### src/hw/rtl/ptd_pkg.sv
`default_nettype none

package ptd_pkg;

    // Request kinds carried on s_tuser
    localparam logic [2:0] REQ_TICK    = 3'd0;
    localparam logic [2:0] REQ_CREATE  = 3'd1;
    localparam logic [2:0] REQ_SUSPEND = 3'd2;
    localparam logic [2:0] REQ_RESUME  = 3'd3;
    localparam logic [2:0] REQ_DELETE  = 3'd4;

    localparam int TASK_COUNT_DEF = 8;

    localparam int REQ_W    = 3;
    localparam int INDEX_W  = 3;
    localparam int PERIOD_W = 16;
    localparam int DUE_W    = 3;
    localparam int S_DATA_W = 24;
    localparam int M_DATA_W = 8;
    localparam int DIV_CNT_W = 4;

    typedef struct packed {
        logic apply_req;
        logic tick_start;
        logic slot_next;
        logic div_start;
        logic div_step;
        logic emit_load;
    } ptd_cmd_t;

    typedef struct packed {
        logic req_is_tick;
        logic slot_eligible;
        logic slot_last;
        logic div_last;
        logic mask_empty;
        logic mask_single;
        logic out_free;
    } ptd_status_t;

endpackage

`default_nettype wire

### src/hw/rtl/ptd_ctrl.sv
`default_nettype none

module ptd_ctrl (
    input  wire logic                 aclk,
    input  wire logic                 aresetn,
    input  wire logic                 s_tvalid,
    output logic                      s_tready,
    input  wire ptd_pkg::ptd_status_t status,
    output ptd_pkg::ptd_cmd_t         cmd
);

    localparam logic [2:0] S_IDLE  = 3'd0;
    localparam logic [2:0] S_SCAN  = 3'd1;
    localparam logic [2:0] S_CHECK = 3'd2;
    localparam logic [2:0] S_DIV   = 3'd3;
    localparam logic [2:0] S_EMIT  = 3'd4;

    logic [2:0] state_reg;
    logic [2:0] state_next;

    always_ff @(posedge aclk) begin
        if (!aresetn) begin
            state_reg <= S_IDLE;
        end else begin
            state_reg <= state_next;
        end
    end

    always_comb begin
        state_next = state_reg;
        cmd        = '0;
        s_tready   = 1'b0;
        case (state_reg)
            S_IDLE: begin
                s_tready = 1'b1;
                if (s_tvalid) begin
                    if (status.req_is_tick) begin
                        cmd.tick_start = 1'b1;
                        state_next     = S_SCAN;
                    end else begin
                        cmd.apply_req = 1'b1;
                    end
                end
            end
            S_SCAN: begin
                // wait for the registered period read
                state_next = S_CHECK;
            end
            S_CHECK: begin
                if (status.slot_eligible) begin
                    cmd.div_start = 1'b1;
                    state_next    = S_DIV;
                end else if (status.slot_last) begin
                    state_next = S_EMIT;
                end else begin
                    cmd.slot_next = 1'b1;
                    state_next    = S_SCAN;
                end
            end
            S_DIV: begin
                cmd.div_step = 1'b1;
                if (status.div_last) begin
                    if (status.slot_last) begin
                        state_next = S_EMIT;
                    end else begin
                        cmd.slot_next = 1'b1;
                        state_next    = S_SCAN;
                    end
                end
            end
            S_EMIT: begin
                if (status.mask_empty) begin
                    state_next = S_IDLE;
                end else if (status.out_free) begin
                    cmd.emit_load = 1'b1;
                    if (status.mask_single) begin
                        state_next = S_IDLE;
                    end
                end
            end
            default: begin
                state_next = S_IDLE;
            end
        endcase
    end

    a_emit_needs_room: assert property (@(posedge aclk) disable iff (!aresetn)
        cmd.emit_load |-> status.out_free)
        else $error("result loaded while output word still waits");

    a_div_runs_to_end: assert property (@(posedge aclk) disable iff (!aresetn)
        (state_reg == S_DIV) && !status.div_last |=> (state_reg == S_DIV))
        else $error("remainder run left early");

endmodule

`default_nettype wire

### src/hw/rtl/ptd_datapath.sv
`default_nettype none

module ptd_datapath #(
    parameter int TASK_COUNT = ptd_pkg::TASK_COUNT_DEF
) (
    input  wire logic                          aclk,
    input  wire logic                          aresetn,
    input  wire logic [ptd_pkg::REQ_W-1:0]     s_tuser,
    input  wire logic [ptd_pkg::S_DATA_W-1:0]  s_tdata,
    output logic                               m_tvalid,
    input  wire logic                          m_tready,
    output logic [ptd_pkg::M_DATA_W-1:0]       m_tdata,
    output logic                               m_tlast,
    input  wire ptd_pkg::ptd_cmd_t             cmd,
    output ptd_pkg::ptd_status_t               status
);

    localparam int SLOT_W = (TASK_COUNT > 1) ? $clog2(TASK_COUNT) : 1;
    localparam int PW     = ptd_pkg::PERIOD_W;
    localparam int CW     = ptd_pkg::DIV_CNT_W;

    // Slot table
    logic [PW-1:0]         period_mem [TASK_COUNT];
    logic [TASK_COUNT-1:0] occupied_reg;
    logic [TASK_COUNT-1:0] suspended_reg;
    logic [PW-1:0]         per_rd_reg;

    logic [PW-1:0]         tick_reg;
    logic [SLOT_W-1:0]     ptr_reg;
    logic [TASK_COUNT-1:0] mask_reg;

    // Serial remainder unit
    logic [PW-1:0] rem_reg;
    logic [PW-1:0] dvd_reg;
    logic [PW-1:0] dvs_reg;
    logic [CW-1:0] cnt_reg;
    logic [PW:0]   trial;
    logic [PW-1:0] rem_next;

    logic                           out_valid_reg;
    logic [ptd_pkg::DUE_W-1:0]      out_task_reg;
    logic                           out_last_reg;

    logic [ptd_pkg::INDEX_W-1:0]    req_index;
    logic [PW-1:0]                  req_period;
    logic                           index_ok;
    logic [SLOT_W-1:0]              req_slot;

    logic [TASK_COUNT-1:0] mask_low;
    logic [TASK_COUNT-1:0] mask_rest;
    logic [SLOT_W-1:0]     low_index;

    assign req_index  = s_tdata[ptd_pkg::INDEX_W-1:0];
    assign req_period = s_tdata[ptd_pkg::INDEX_W +: PW];
    assign index_ok   = 32'(req_index) < TASK_COUNT;
    assign req_slot   = SLOT_W'(req_index);

    always_ff @(posedge aclk) begin
        if (cmd.apply_req && index_ok && (s_tuser == ptd_pkg::REQ_CREATE)
                && !occupied_reg[req_slot]) begin
            period_mem[req_slot] <= req_period;
        end
        per_rd_reg <= period_mem[ptr_reg];
    end

    always_ff @(posedge aclk) begin
        if (!aresetn) begin
            occupied_reg  <= '0;
            suspended_reg <= '0;
        end else if (cmd.apply_req && index_ok) begin
            case (s_tuser)
                ptd_pkg::REQ_CREATE: begin
                    if (!occupied_reg[req_slot]) begin
                        occupied_reg[req_slot]  <= 1'b1;
                        suspended_reg[req_slot] <= 1'b0;
                    end
                end
                ptd_pkg::REQ_SUSPEND: suspended_reg[req_slot] <= 1'b1;
                ptd_pkg::REQ_RESUME:  suspended_reg[req_slot] <= 1'b0;
                ptd_pkg::REQ_DELETE:  occupied_reg[req_slot]  <= 1'b0;
                default: ;
            endcase
        end
    end

    always_ff @(posedge aclk) begin
        if (!aresetn) begin
            tick_reg <= '0;
        end else if (cmd.tick_start) begin
            tick_reg <= tick_reg + 1'b1;
        end
    end

    always_ff @(posedge aclk) begin
        if (cmd.tick_start) begin
            ptr_reg <= '0;
        end else if (cmd.slot_next) begin
            ptr_reg <= ptr_reg + 1'b1;
        end
    end

    // Restoring remainder, one dividend bit per cycle
    assign trial    = {rem_reg, dvd_reg[PW-1]};
    assign rem_next = (trial >= {1'b0, dvs_reg}) ? PW'(trial - {1'b0, dvs_reg})
                                                 : trial[PW-1:0];

    always_ff @(posedge aclk) begin
        if (cmd.div_start) begin
            rem_reg <= '0;
            dvd_reg <= tick_reg;
            dvs_reg <= per_rd_reg;
            cnt_reg <= CW'(PW - 1);
        end else if (cmd.div_step) begin
            rem_reg <= rem_next;
            dvd_reg <= {dvd_reg[PW-2:0], 1'b0};
            cnt_reg <= cnt_reg - 1'b1;
        end
    end

    // Due set: lowest slot goes out first
    assign mask_low  = mask_reg & (~mask_reg + 1'b1);
    assign mask_rest = mask_reg & (mask_reg - 1'b1);

    always_comb begin
        low_index = '0;
        for (int i = 0; i < TASK_COUNT; i++) begin
            if (mask_low[i]) begin
                low_index = low_index | SLOT_W'(i);
            end
        end
    end

    always_ff @(posedge aclk) begin
        if (cmd.tick_start) begin
            mask_reg <= '0;
        end else if (cmd.div_step && (cnt_reg == '0) && (rem_next == '0)) begin
            mask_reg[ptr_reg] <= 1'b1;
        end else if (cmd.emit_load) begin
            mask_reg <= mask_rest;
        end
    end

    always_ff @(posedge aclk) begin
        if (!aresetn) begin
            out_valid_reg <= 1'b0;
        end else if (cmd.emit_load) begin
            out_valid_reg <= 1'b1;
        end else if (m_tready) begin
            out_valid_reg <= 1'b0;
        end
    end

    always_ff @(posedge aclk) begin
        if (cmd.emit_load) begin
            out_task_reg <= ptd_pkg::DUE_W'(low_index);
            out_last_reg <= (mask_rest == '0);
        end
    end

    assign m_tvalid = out_valid_reg;
    assign m_tdata  = ptd_pkg::M_DATA_W'(out_task_reg);
    assign m_tlast  = out_last_reg;

    assign status.req_is_tick   = (s_tuser == ptd_pkg::REQ_TICK);
    assign status.slot_eligible = occupied_reg[ptr_reg] && !suspended_reg[ptr_reg]
                                  && (per_rd_reg != '0);
    assign status.slot_last     = (32'(ptr_reg) == TASK_COUNT - 1);
    assign status.div_last      = (cnt_reg == '0);
    assign status.mask_empty    = (mask_reg == '0);
    assign status.mask_single   = (mask_rest == '0);
    assign status.out_free      = !out_valid_reg || m_tready;

    a_mask_clear: assert property (@(posedge aclk) disable iff (!aresetn)
        cmd.tick_start |=> (mask_reg == '0))
        else $error("due set not cleared at tick start");

    a_emit_nonempty: assert property (@(posedge aclk) disable iff (!aresetn)
        cmd.emit_load |-> (mask_reg != '0))
        else $error("result loaded from an empty due set");

    a_rem_bound: assert property (@(posedge aclk) disable iff (!aresetn)
        cmd.div_step |=> (rem_reg < dvs_reg))
        else $error("partial remainder not below period");

endmodule

`default_nettype wire

### src/hw/rtl/periodic_task_dispatcher_core.sv
`default_nettype none

// Channel   Dir  Ports                     Contents
// s_        in   tvalid/tready/tuser/tdata  request kind; slot index and period
// m_        out  tvalid/tready/tdata/tlast  due slot index; last due slot of a tick
//
// Create, suspend, resume and delete words are applied in the cycle they are accepted.
// A tick word is accepted, then every slot is scanned with a period read and a check;
// each occupied, running slot with a nonzero period runs a remainder (one remainder bit
// per cycle), and then the due results are listed, one per output word.
// The serial remainder unit and the single read port of the period table set this pace.
// Reset (aresetn low, synchronous) frees every slot, clears suspend marks and
// zeroes the tick counter. A stalled m_ side holds the output word and pauses
// the result drain; the next word on s_ is taken once the tick is fully listed.
module periodic_task_dispatcher_core #(
    parameter int TASK_COUNT = ptd_pkg::TASK_COUNT_DEF
) (
    input  wire logic        aclk,
    input  wire logic        aresetn,
    input  wire logic        s_tvalid,
    output logic             s_tready,
    input  wire logic [2:0]  s_tuser,   // req_type[2:0]
    input  wire logic [23:0] s_tdata,   // task_index[2:0], period[18:3], zero[23:19]
    output logic             m_tvalid,
    input  wire logic        m_tready,
    output logic [7:0]       m_tdata,   // due_task[2:0], zero[7:3]
    output logic             m_tlast
);

    ptd_pkg::ptd_cmd_t    cmd;
    ptd_pkg::ptd_status_t status;

    // Sequence scan, remainder runs and result drain
    ptd_ctrl u_ctrl (
        .aclk     (aclk),
        .aresetn  (aresetn),
        .s_tvalid (s_tvalid),
        .s_tready (s_tready),
        .status   (status),
        .cmd      (cmd)
    );

    // Hold slot table, tick counter, remainder unit and output word
    ptd_datapath #(
        .TASK_COUNT (TASK_COUNT)
    ) u_datapath (
        .aclk     (aclk),
        .aresetn  (aresetn),
        .s_tuser  (s_tuser),
        .s_tdata  (s_tdata),
        .m_tvalid (m_tvalid),
        .m_tready (m_tready),
        .m_tdata  (m_tdata),
        .m_tlast  (m_tlast),
        .cmd      (cmd),
        .status   (status)
    );

endmodule

`default_nettype wire

### config.mk
export PLATFORM = sky130hd
export DESIGN_NAME = periodic_task_dispatcher_core
export DESIGN_NICKNAME = d
export VERILOG_FILES = /design/src/hw/rtl/ptd_pkg.sv /design/src/hw/rtl/ptd_ctrl.sv /design/src/hw/rtl/ptd_datapath.sv /design/src/hw/rtl/periodic_task_dispatcher_core.sv
export SDC_FILE = /design/constraint.sdc
export NUM_CORES = 1
export LEC_CHECK = 0
export ABC_AREA = 1
export BUFFER_PORTS_ARGS = -buffer_cell sky130_fd_sc_hd__buf_4
export CORE_MARGIN = 5
export CORE_UTILIZATION = 52
export CTS_BUF_LIST = sky130_fd_sc_hd__clkbuf_16
export DETAILED_ROUTE_END_ITERATION = 16
export PLACE_DENSITY = 0.69
export SYNTH_ARGS = -nofsm -noshare
export SYNTH_HDL_FRONTEND = slang
export SYNTH_SLANG_ARGS = --single-unit
### constraint.sdc
create_clock -name aclk -period 3.2 [get_ports aclk]
set_input_delay 0.8 -clock aclk [delete_from_list [all_inputs] [get_ports aclk]]
set_output_delay 0.8 -clock aclk [all_outputs]
set_load 0.02 [all_outputs]
==> impl_results.html <==
<table>
<tr><th>Metric</th><th>Value</th></tr>
<tr><th colspan="2">Yosys</th></tr>
<tr><td>Sequential area share after synthesis</td><td>0.603</td></tr>
<tr><td>Post-synth EDFFs</td><td>164</td></tr>
<tr><td>Synthesized instance count</td><td>1087</td></tr>
<tr><td>Leading cell type by number of instances after synthesis</td><td>nand2_1</td></tr>
<tr><td>Leading post-synthesis cells by cell area</td><td>edfxtp_1 45%, dfxtp_1 15%, nand2_1 8.0%, inv_1 4.1%, o21ai_0 2.9%</td></tr>
<tr><td>Share of the synthesized area in the top cell type</td><td>0.451</td></tr>
<tr><td>Top cell types by occurrence after synthesis</td><td>232 x nand2_1, 164 x edfxtp_1, 120 x inv_1</td></tr>
<tr><td>Cell area after synthesis</td><td>10900 µm²</td></tr>
<tr><td>Mean instance size in the synthesized netlist</td><td>10.1 µm²</td></tr>
<tr><td>Synth area leader</td><td>edfxtp_1</td></tr>
<tr><td>Fraction of registers with async set or reset after synthesis</td><td>0</td></tr>
<tr><td>Synth warn</td><td>0</td></tr>
<tr><td>Netlist cell types</td><td>49</td></tr>
<tr><td>Leading register cell type out of synthesis</td><td>edfxtp_1</td></tr>
<tr><td>Flip-flop and latch count after synthesis</td><td>247</td></tr>
<tr><th colspan="2">Timing</th></tr>
<tr><td>Fin crit share</td><td>0.896</td></tr>
<tr><td>Number of hold-slack violations in the final timing report</td><td>0</td></tr>
<tr><td>Worst-case setup margin in the final layout</td><td>0.331 ns</td></tr>
<tr><td>Worst Hold Slack</td><td>0.431 ns</td></tr>
<tr><td>Headroom to the max-slew limit</td><td>0.538</td></tr>
<tr><td>Maximum clock frequency</td><td>349 MHz</td></tr>
<tr><td>Final Slew Violations</td><td>0</td></tr>
<tr><td>Slew at the pin closest to its max-slew limit</td><td>0.691 ns</td></tr>
<tr><td>Endpoints failing setup</td><td>0</td></tr>
<tr><td>Setup repair after global routing missed its margin</td><td>no</td></tr>
<tr><td>Post-Route Skew</td><td>0.0362 ns</td></tr>
<tr><td>Aggregate negative setup slack</td><td>0 ns</td></tr>
<tr><td>Time the worst path needs with I/O delays and setup</td><td>2.87 ns</td></tr>
<tr><th colspan="2">Global routing</th></tr>
<tr><td>Pin count of the biggest net entering global routing</td><td>34</td></tr>
<tr><td>Via count of the first global-routing pass</td><td>7662</td></tr>
<tr><td>Sum of overflow across all layers after global routing</td><td>0</td></tr>
<tr><td>Met1 Track Usage GR</td><td>0.266</td></tr>
<tr><td>Met3 Usage GRT</td><td>0.0320</td></tr>
<tr><td>Global-route wire length before repair</td><td>38400 µm</td></tr>
<tr><td>Global routing usage summed across all routing layers</td><td>0.197</td></tr>
<tr><td>Number of antenna violations at the first check in global routing</td><td>0</td></tr>
<tr><td>Met2 track demand over resource in global routing</td><td>0.335</td></tr>
<tr><td>Busiest layer in global routing</td><td>met2</td></tr>
<tr><th colspan="2">Cells and area</th></tr>
<tr><td>Share of the core filled with cells in the final layout</td><td>0.591</td></tr>
<tr><td>Nets</td><td>1200</td></tr>
<tr><td>Area growth, synth to finish</td><td>12.9%</td></tr>
<tr><td>Max FFs per register</td><td>128</td></tr>
<tr><td>Antenna diode instance count</td><td>0</td></tr>
<tr><td>Total of fill cells in the finished design</td><td>1745</td></tr>
<tr><td>Share of final-layout standard cells stronger than drive strength 1</td><td>0.119</td></tr>
<tr><td>Register ranked first by flip-flop count</td><td>u_datapath.period_mem</td></tr>
<tr><th colspan="2">Power</th></tr>
<tr><td>Power density cells</td><td>700 nW/µm²</td></tr>
<tr><td>Power Internal</td><td>5.95 mW</td></tr>
<tr><td>Leakage power</td><td>4.87 nW</td></tr>
<tr><td>Combinational cell fraction of total power</td><td>0.239</td></tr>
<tr><td>Flop pwr share</td><td>0.446</td></tr>
<tr><td>Proportion of total power due to net switching</td><td>0.311</td></tr>
<tr><td>Sw Pwr</td><td>2.69 mW</td></tr>
<tr><td>Overall Power</td><td>8.64 mW</td></tr>
<tr><td>Max IR drop VDD</td><td>0.615 mV</td></tr>
<tr><td>Clock power frac</td><td>0.315</td></tr>
<tr><th colspan="2">Drt</th></tr>
<tr><td>Detailed router's first-iteration violation count</td><td>462</td></tr>
<tr><td>Detailed-route wire length per cell</td><td>16.3 µm</td></tr>
<tr><td>Antenna Violating Nets Remaining</td><td>0</td></tr>
<tr><td>Detailed-route via count</td><td>7872</td></tr>
<tr><td>Length of the first detailed-routing pass in iterations</td><td>5</td></tr>
<tr><td>Routed wire length</td><td>23500 µm</td></tr>
<tr><td>Number of vias per cell</td><td>5.46</td></tr>
<tr><td>DRC violations left</td><td>0</td></tr>
<tr><th colspan="2">Clocking</th></tr>
<tr><td>Clock-pin transition on the worst setup and hold timing paths</td><td>0.06 ns</td></tr>
<tr><td>Clock Tree Buf Depth</td><td>3</td></tr>
<tr><td>Number of buffers added to fix hold violations after cts</td><td>0</td></tr>
<tr><td>Number of clock sinks</td><td>247</td></tr>
<tr><td>Number of resized instances in the post-cts repair step</td><td>0</td></tr>
<tr><td>H-tree depth</td><td>1</td></tr>
<tr><td>Clock insertion delay at the later pin of the skew report</td><td>0.54 ns</td></tr>
<tr><td>CTS tree</td><td>built</td></tr>
<tr><td>Buffers inserted by post-CTS timing repair</td><td>0</td></tr>
<tr><td>Number of buffers added by the clock tree synthesis step</td><td>26</td></tr>
<tr><td>Buffer type at the clock tree root</td><td>clkbuf_16</td></tr>
<tr><th colspan="2">Critical path</th></tr>
<tr><td>Critical Path Fanout Max</td><td>5</td></tr>
<tr><td>R2r endpoint</td><td>u_datapath.mask_reg[3]</td></tr>
<tr><td>CP required</td><td>3.67 ns</td></tr>
<tr><td>Kind of start point of the critical path</td><td>flop</td></tr>
<tr><td>Critical Setup Path Class</td><td>flop to flop</td></tr>
<tr><td>Number of cells on the worst reg-to-reg path</td><td>20</td></tr>
<tr><td>Register-to-register setup slack</td><td>0.33 ns</td></tr>
<tr><td>Arrival @ worst endpoint</td><td>3.34 ns</td></tr>
<tr><td>Critical register-to-register path startpoint</td><td>u_datapath.dvd_reg[15]</td></tr>
<tr><td>Kind of end point of the critical path</td><td>flop</td></tr>
<tr><th colspan="2">Placement</th></tr>
<tr><td>Post-place setup slack</td><td>0.334 ns</td></tr>
<tr><td>Half-perimeter wire length after detailed placement</td><td>15600 µm</td></tr>
<tr><td>Count of input and output buffers</td><td>31</td></tr>
<tr><td>RePlAce Congestion</td><td>0.888</td></tr>
<tr><th colspan="2">Worst hold path</th></tr>
<tr><td>Worst min-delay path endpoint</td><td>u_datapath.dvs_reg[0]</td></tr>
<tr><td>Number of cells on the worst hold path</td><td>0</td></tr>
<tr><td>Origin of the worst min-delay path</td><td>u_datapath.per_rd_reg[0]</td></tr>
<tr><td>Classification of the worst-slack hold path</td><td>flop to flop</td></tr>
<tr><th colspan="2">Job</th></tr>
<tr><td>Number of max-cap violations</td><td>0</td></tr>
<tr><th colspan="2">Floorplan</th></tr>
<tr><td>Ports</td><td>42</td></tr>
<tr><td>Die width</td><td>155 µm</td></tr>
<tr><td>Core footprint</td><td>20900 µm²</td></tr>
<tr><td>Row cnt</td><td>53</td></tr>
<tr><td>Initial Utilization</td><td>0.523</td></tr>
<tr><td>Die footprint</td><td>24000 µm²</td></tr>
<tr><td>Height of the chip</td><td>155 µm</td></tr>
<tr><th colspan="2">Status</th></tr>
<tr><td>Status</td><td>completed</td></tr>
</table>
[critical path: stages, from the launching register on]
cell	delay, ns
edfxtp_1	0.41
inv_1	0.08
ha_1	0.13
inv_1	0.06
fa_1	0.43
nand3_1	0.11
nand3_1	0.17
nand2_1	0.11
nand2_1	0.09
nand2_1	0.11
nand2_1	0.06
nand2_1	0.05
nand3_1	0.07
o21ai_2	0.08
nand2_1	0.06
nor2_1	0.10
buf_4	0.14
nand3_2	0.19
nand2_2	0.15
nand2_1	0.09
a21oi_2	0.13
[per-layer routing]
layer | vias up | wire (µm)
met5 | - | 0
met4 | 0 | 520
met3 | 45 | 1400
met2 | 226 | 11400
met1 | 3706 | 10200
li1 | 3895 | -
[layout make-up]
type,instances,area (µm²),area share
clock buffer,26,651,0.0527
clock inverter,21,138,0.0111
inverter,130,488,0.0395
multi-input combinational,683,3680,0.298
sequential,247,6590,0.534
tap,275,344,0.0279
timing repair buffer,59,455,0.0369
[placed cells by master, fill, tap and decap left out, types with 3 or more instances in the layout]
cell type  netlist  final
o21ai_1          5      5
ha_1            21     21
nor2_1          74     73
edfxtp_1       164    164
nand2_1        232    232
nor2_4           5      5
a22o_1          16     16
buf_4            8     58
nand3_1         49     49
a221oi_1        16     16
nor4_1           4      4
nor2_2           2      3
a21oi_1         48     48
dfxtp_1         83     83
xor2_1           8      8
inv_2            3      3
a21oi_2          6      6
nand3_2         10     10
nand2_2         14     14
clkbuf_16        0     26
nand4_1         31     31
inv_1          120    130
a22oi_1         18     18
o22ai_1          3      3
o221ai_1         3      3
o21ai_0         64     64
nor3_1          16     15
clkinv_1         7     14
conb_1           1      5
a31oi_1         14     14
[how the worst max path moves through the flow]
| stage | start | to | slack [ns] | cells past startpoint |
|---|---|---|---|---|
| final | u_datapath.dvd_reg[15] | u_datapath.mask_reg[3] | 0.33 | 20 |
| after global routing | u_datapath.dvd_reg[15] | u_datapath.mask_reg[5] | 0.03 | 20 |
| after CTS | u_datapath.dvd_reg[15] | u_datapath.mask_reg[3] | 0.33 | 20 |
| after detailed placement | u_datapath.dvd_reg[15] | u_datapath.mask_reg[5] | 0.33 | 20 |
| after global placement | u_datapath.dvd_reg[15] | u_datapath.mask_reg[3] | 0.35 | 20 |
| after floorplan | s_tdata[0] | u_datapath.period_mem[3][0] | 0.42 | 9 |
[through the flow]
step                      instances  cell area, µm²
after global routing           1441           12300
after global placement         1394           11600
final                          1441           12300
after CTS                      1441           12300
after detailed placement       1394           11600
after floorplan                1091           10900
[logic make-up (layout without fill, tap and decap cells)]
kind of cell    count (synthesis)  in the layout  share of synthesized area
simple gates                  446            446                      0.187
flops                         247            247                      0.603
compound gates                200            200                      0.114
buf+inv                       161            236                     0.0625
fa+ha+maj                      22             22                     0.0259
xor+xnor                       10             10                    0.00801
other cells                     1              5                   0.000343
[power by group through the flow]
| stage | Clock [mW] | Sequential (mW) | Combinational (mW) |
|---|---|---|---|
| 5_1_grt | 2.94 | 3.89 | 2.32 |
| 2_1_floorplan | 0 | 3.84 | 1.52 |
| 4_1_cts | 2.79 | 3.85 | 2.07 |
| 6_report | 2.73 | 3.85 | 2.06 |
| 3_3_place_gp | 0 | 3.91 | 2.03 |
| 3_5_place_dp | 0 | 3.92 | 2.05 |
Power figures use the tool's default switching activity.
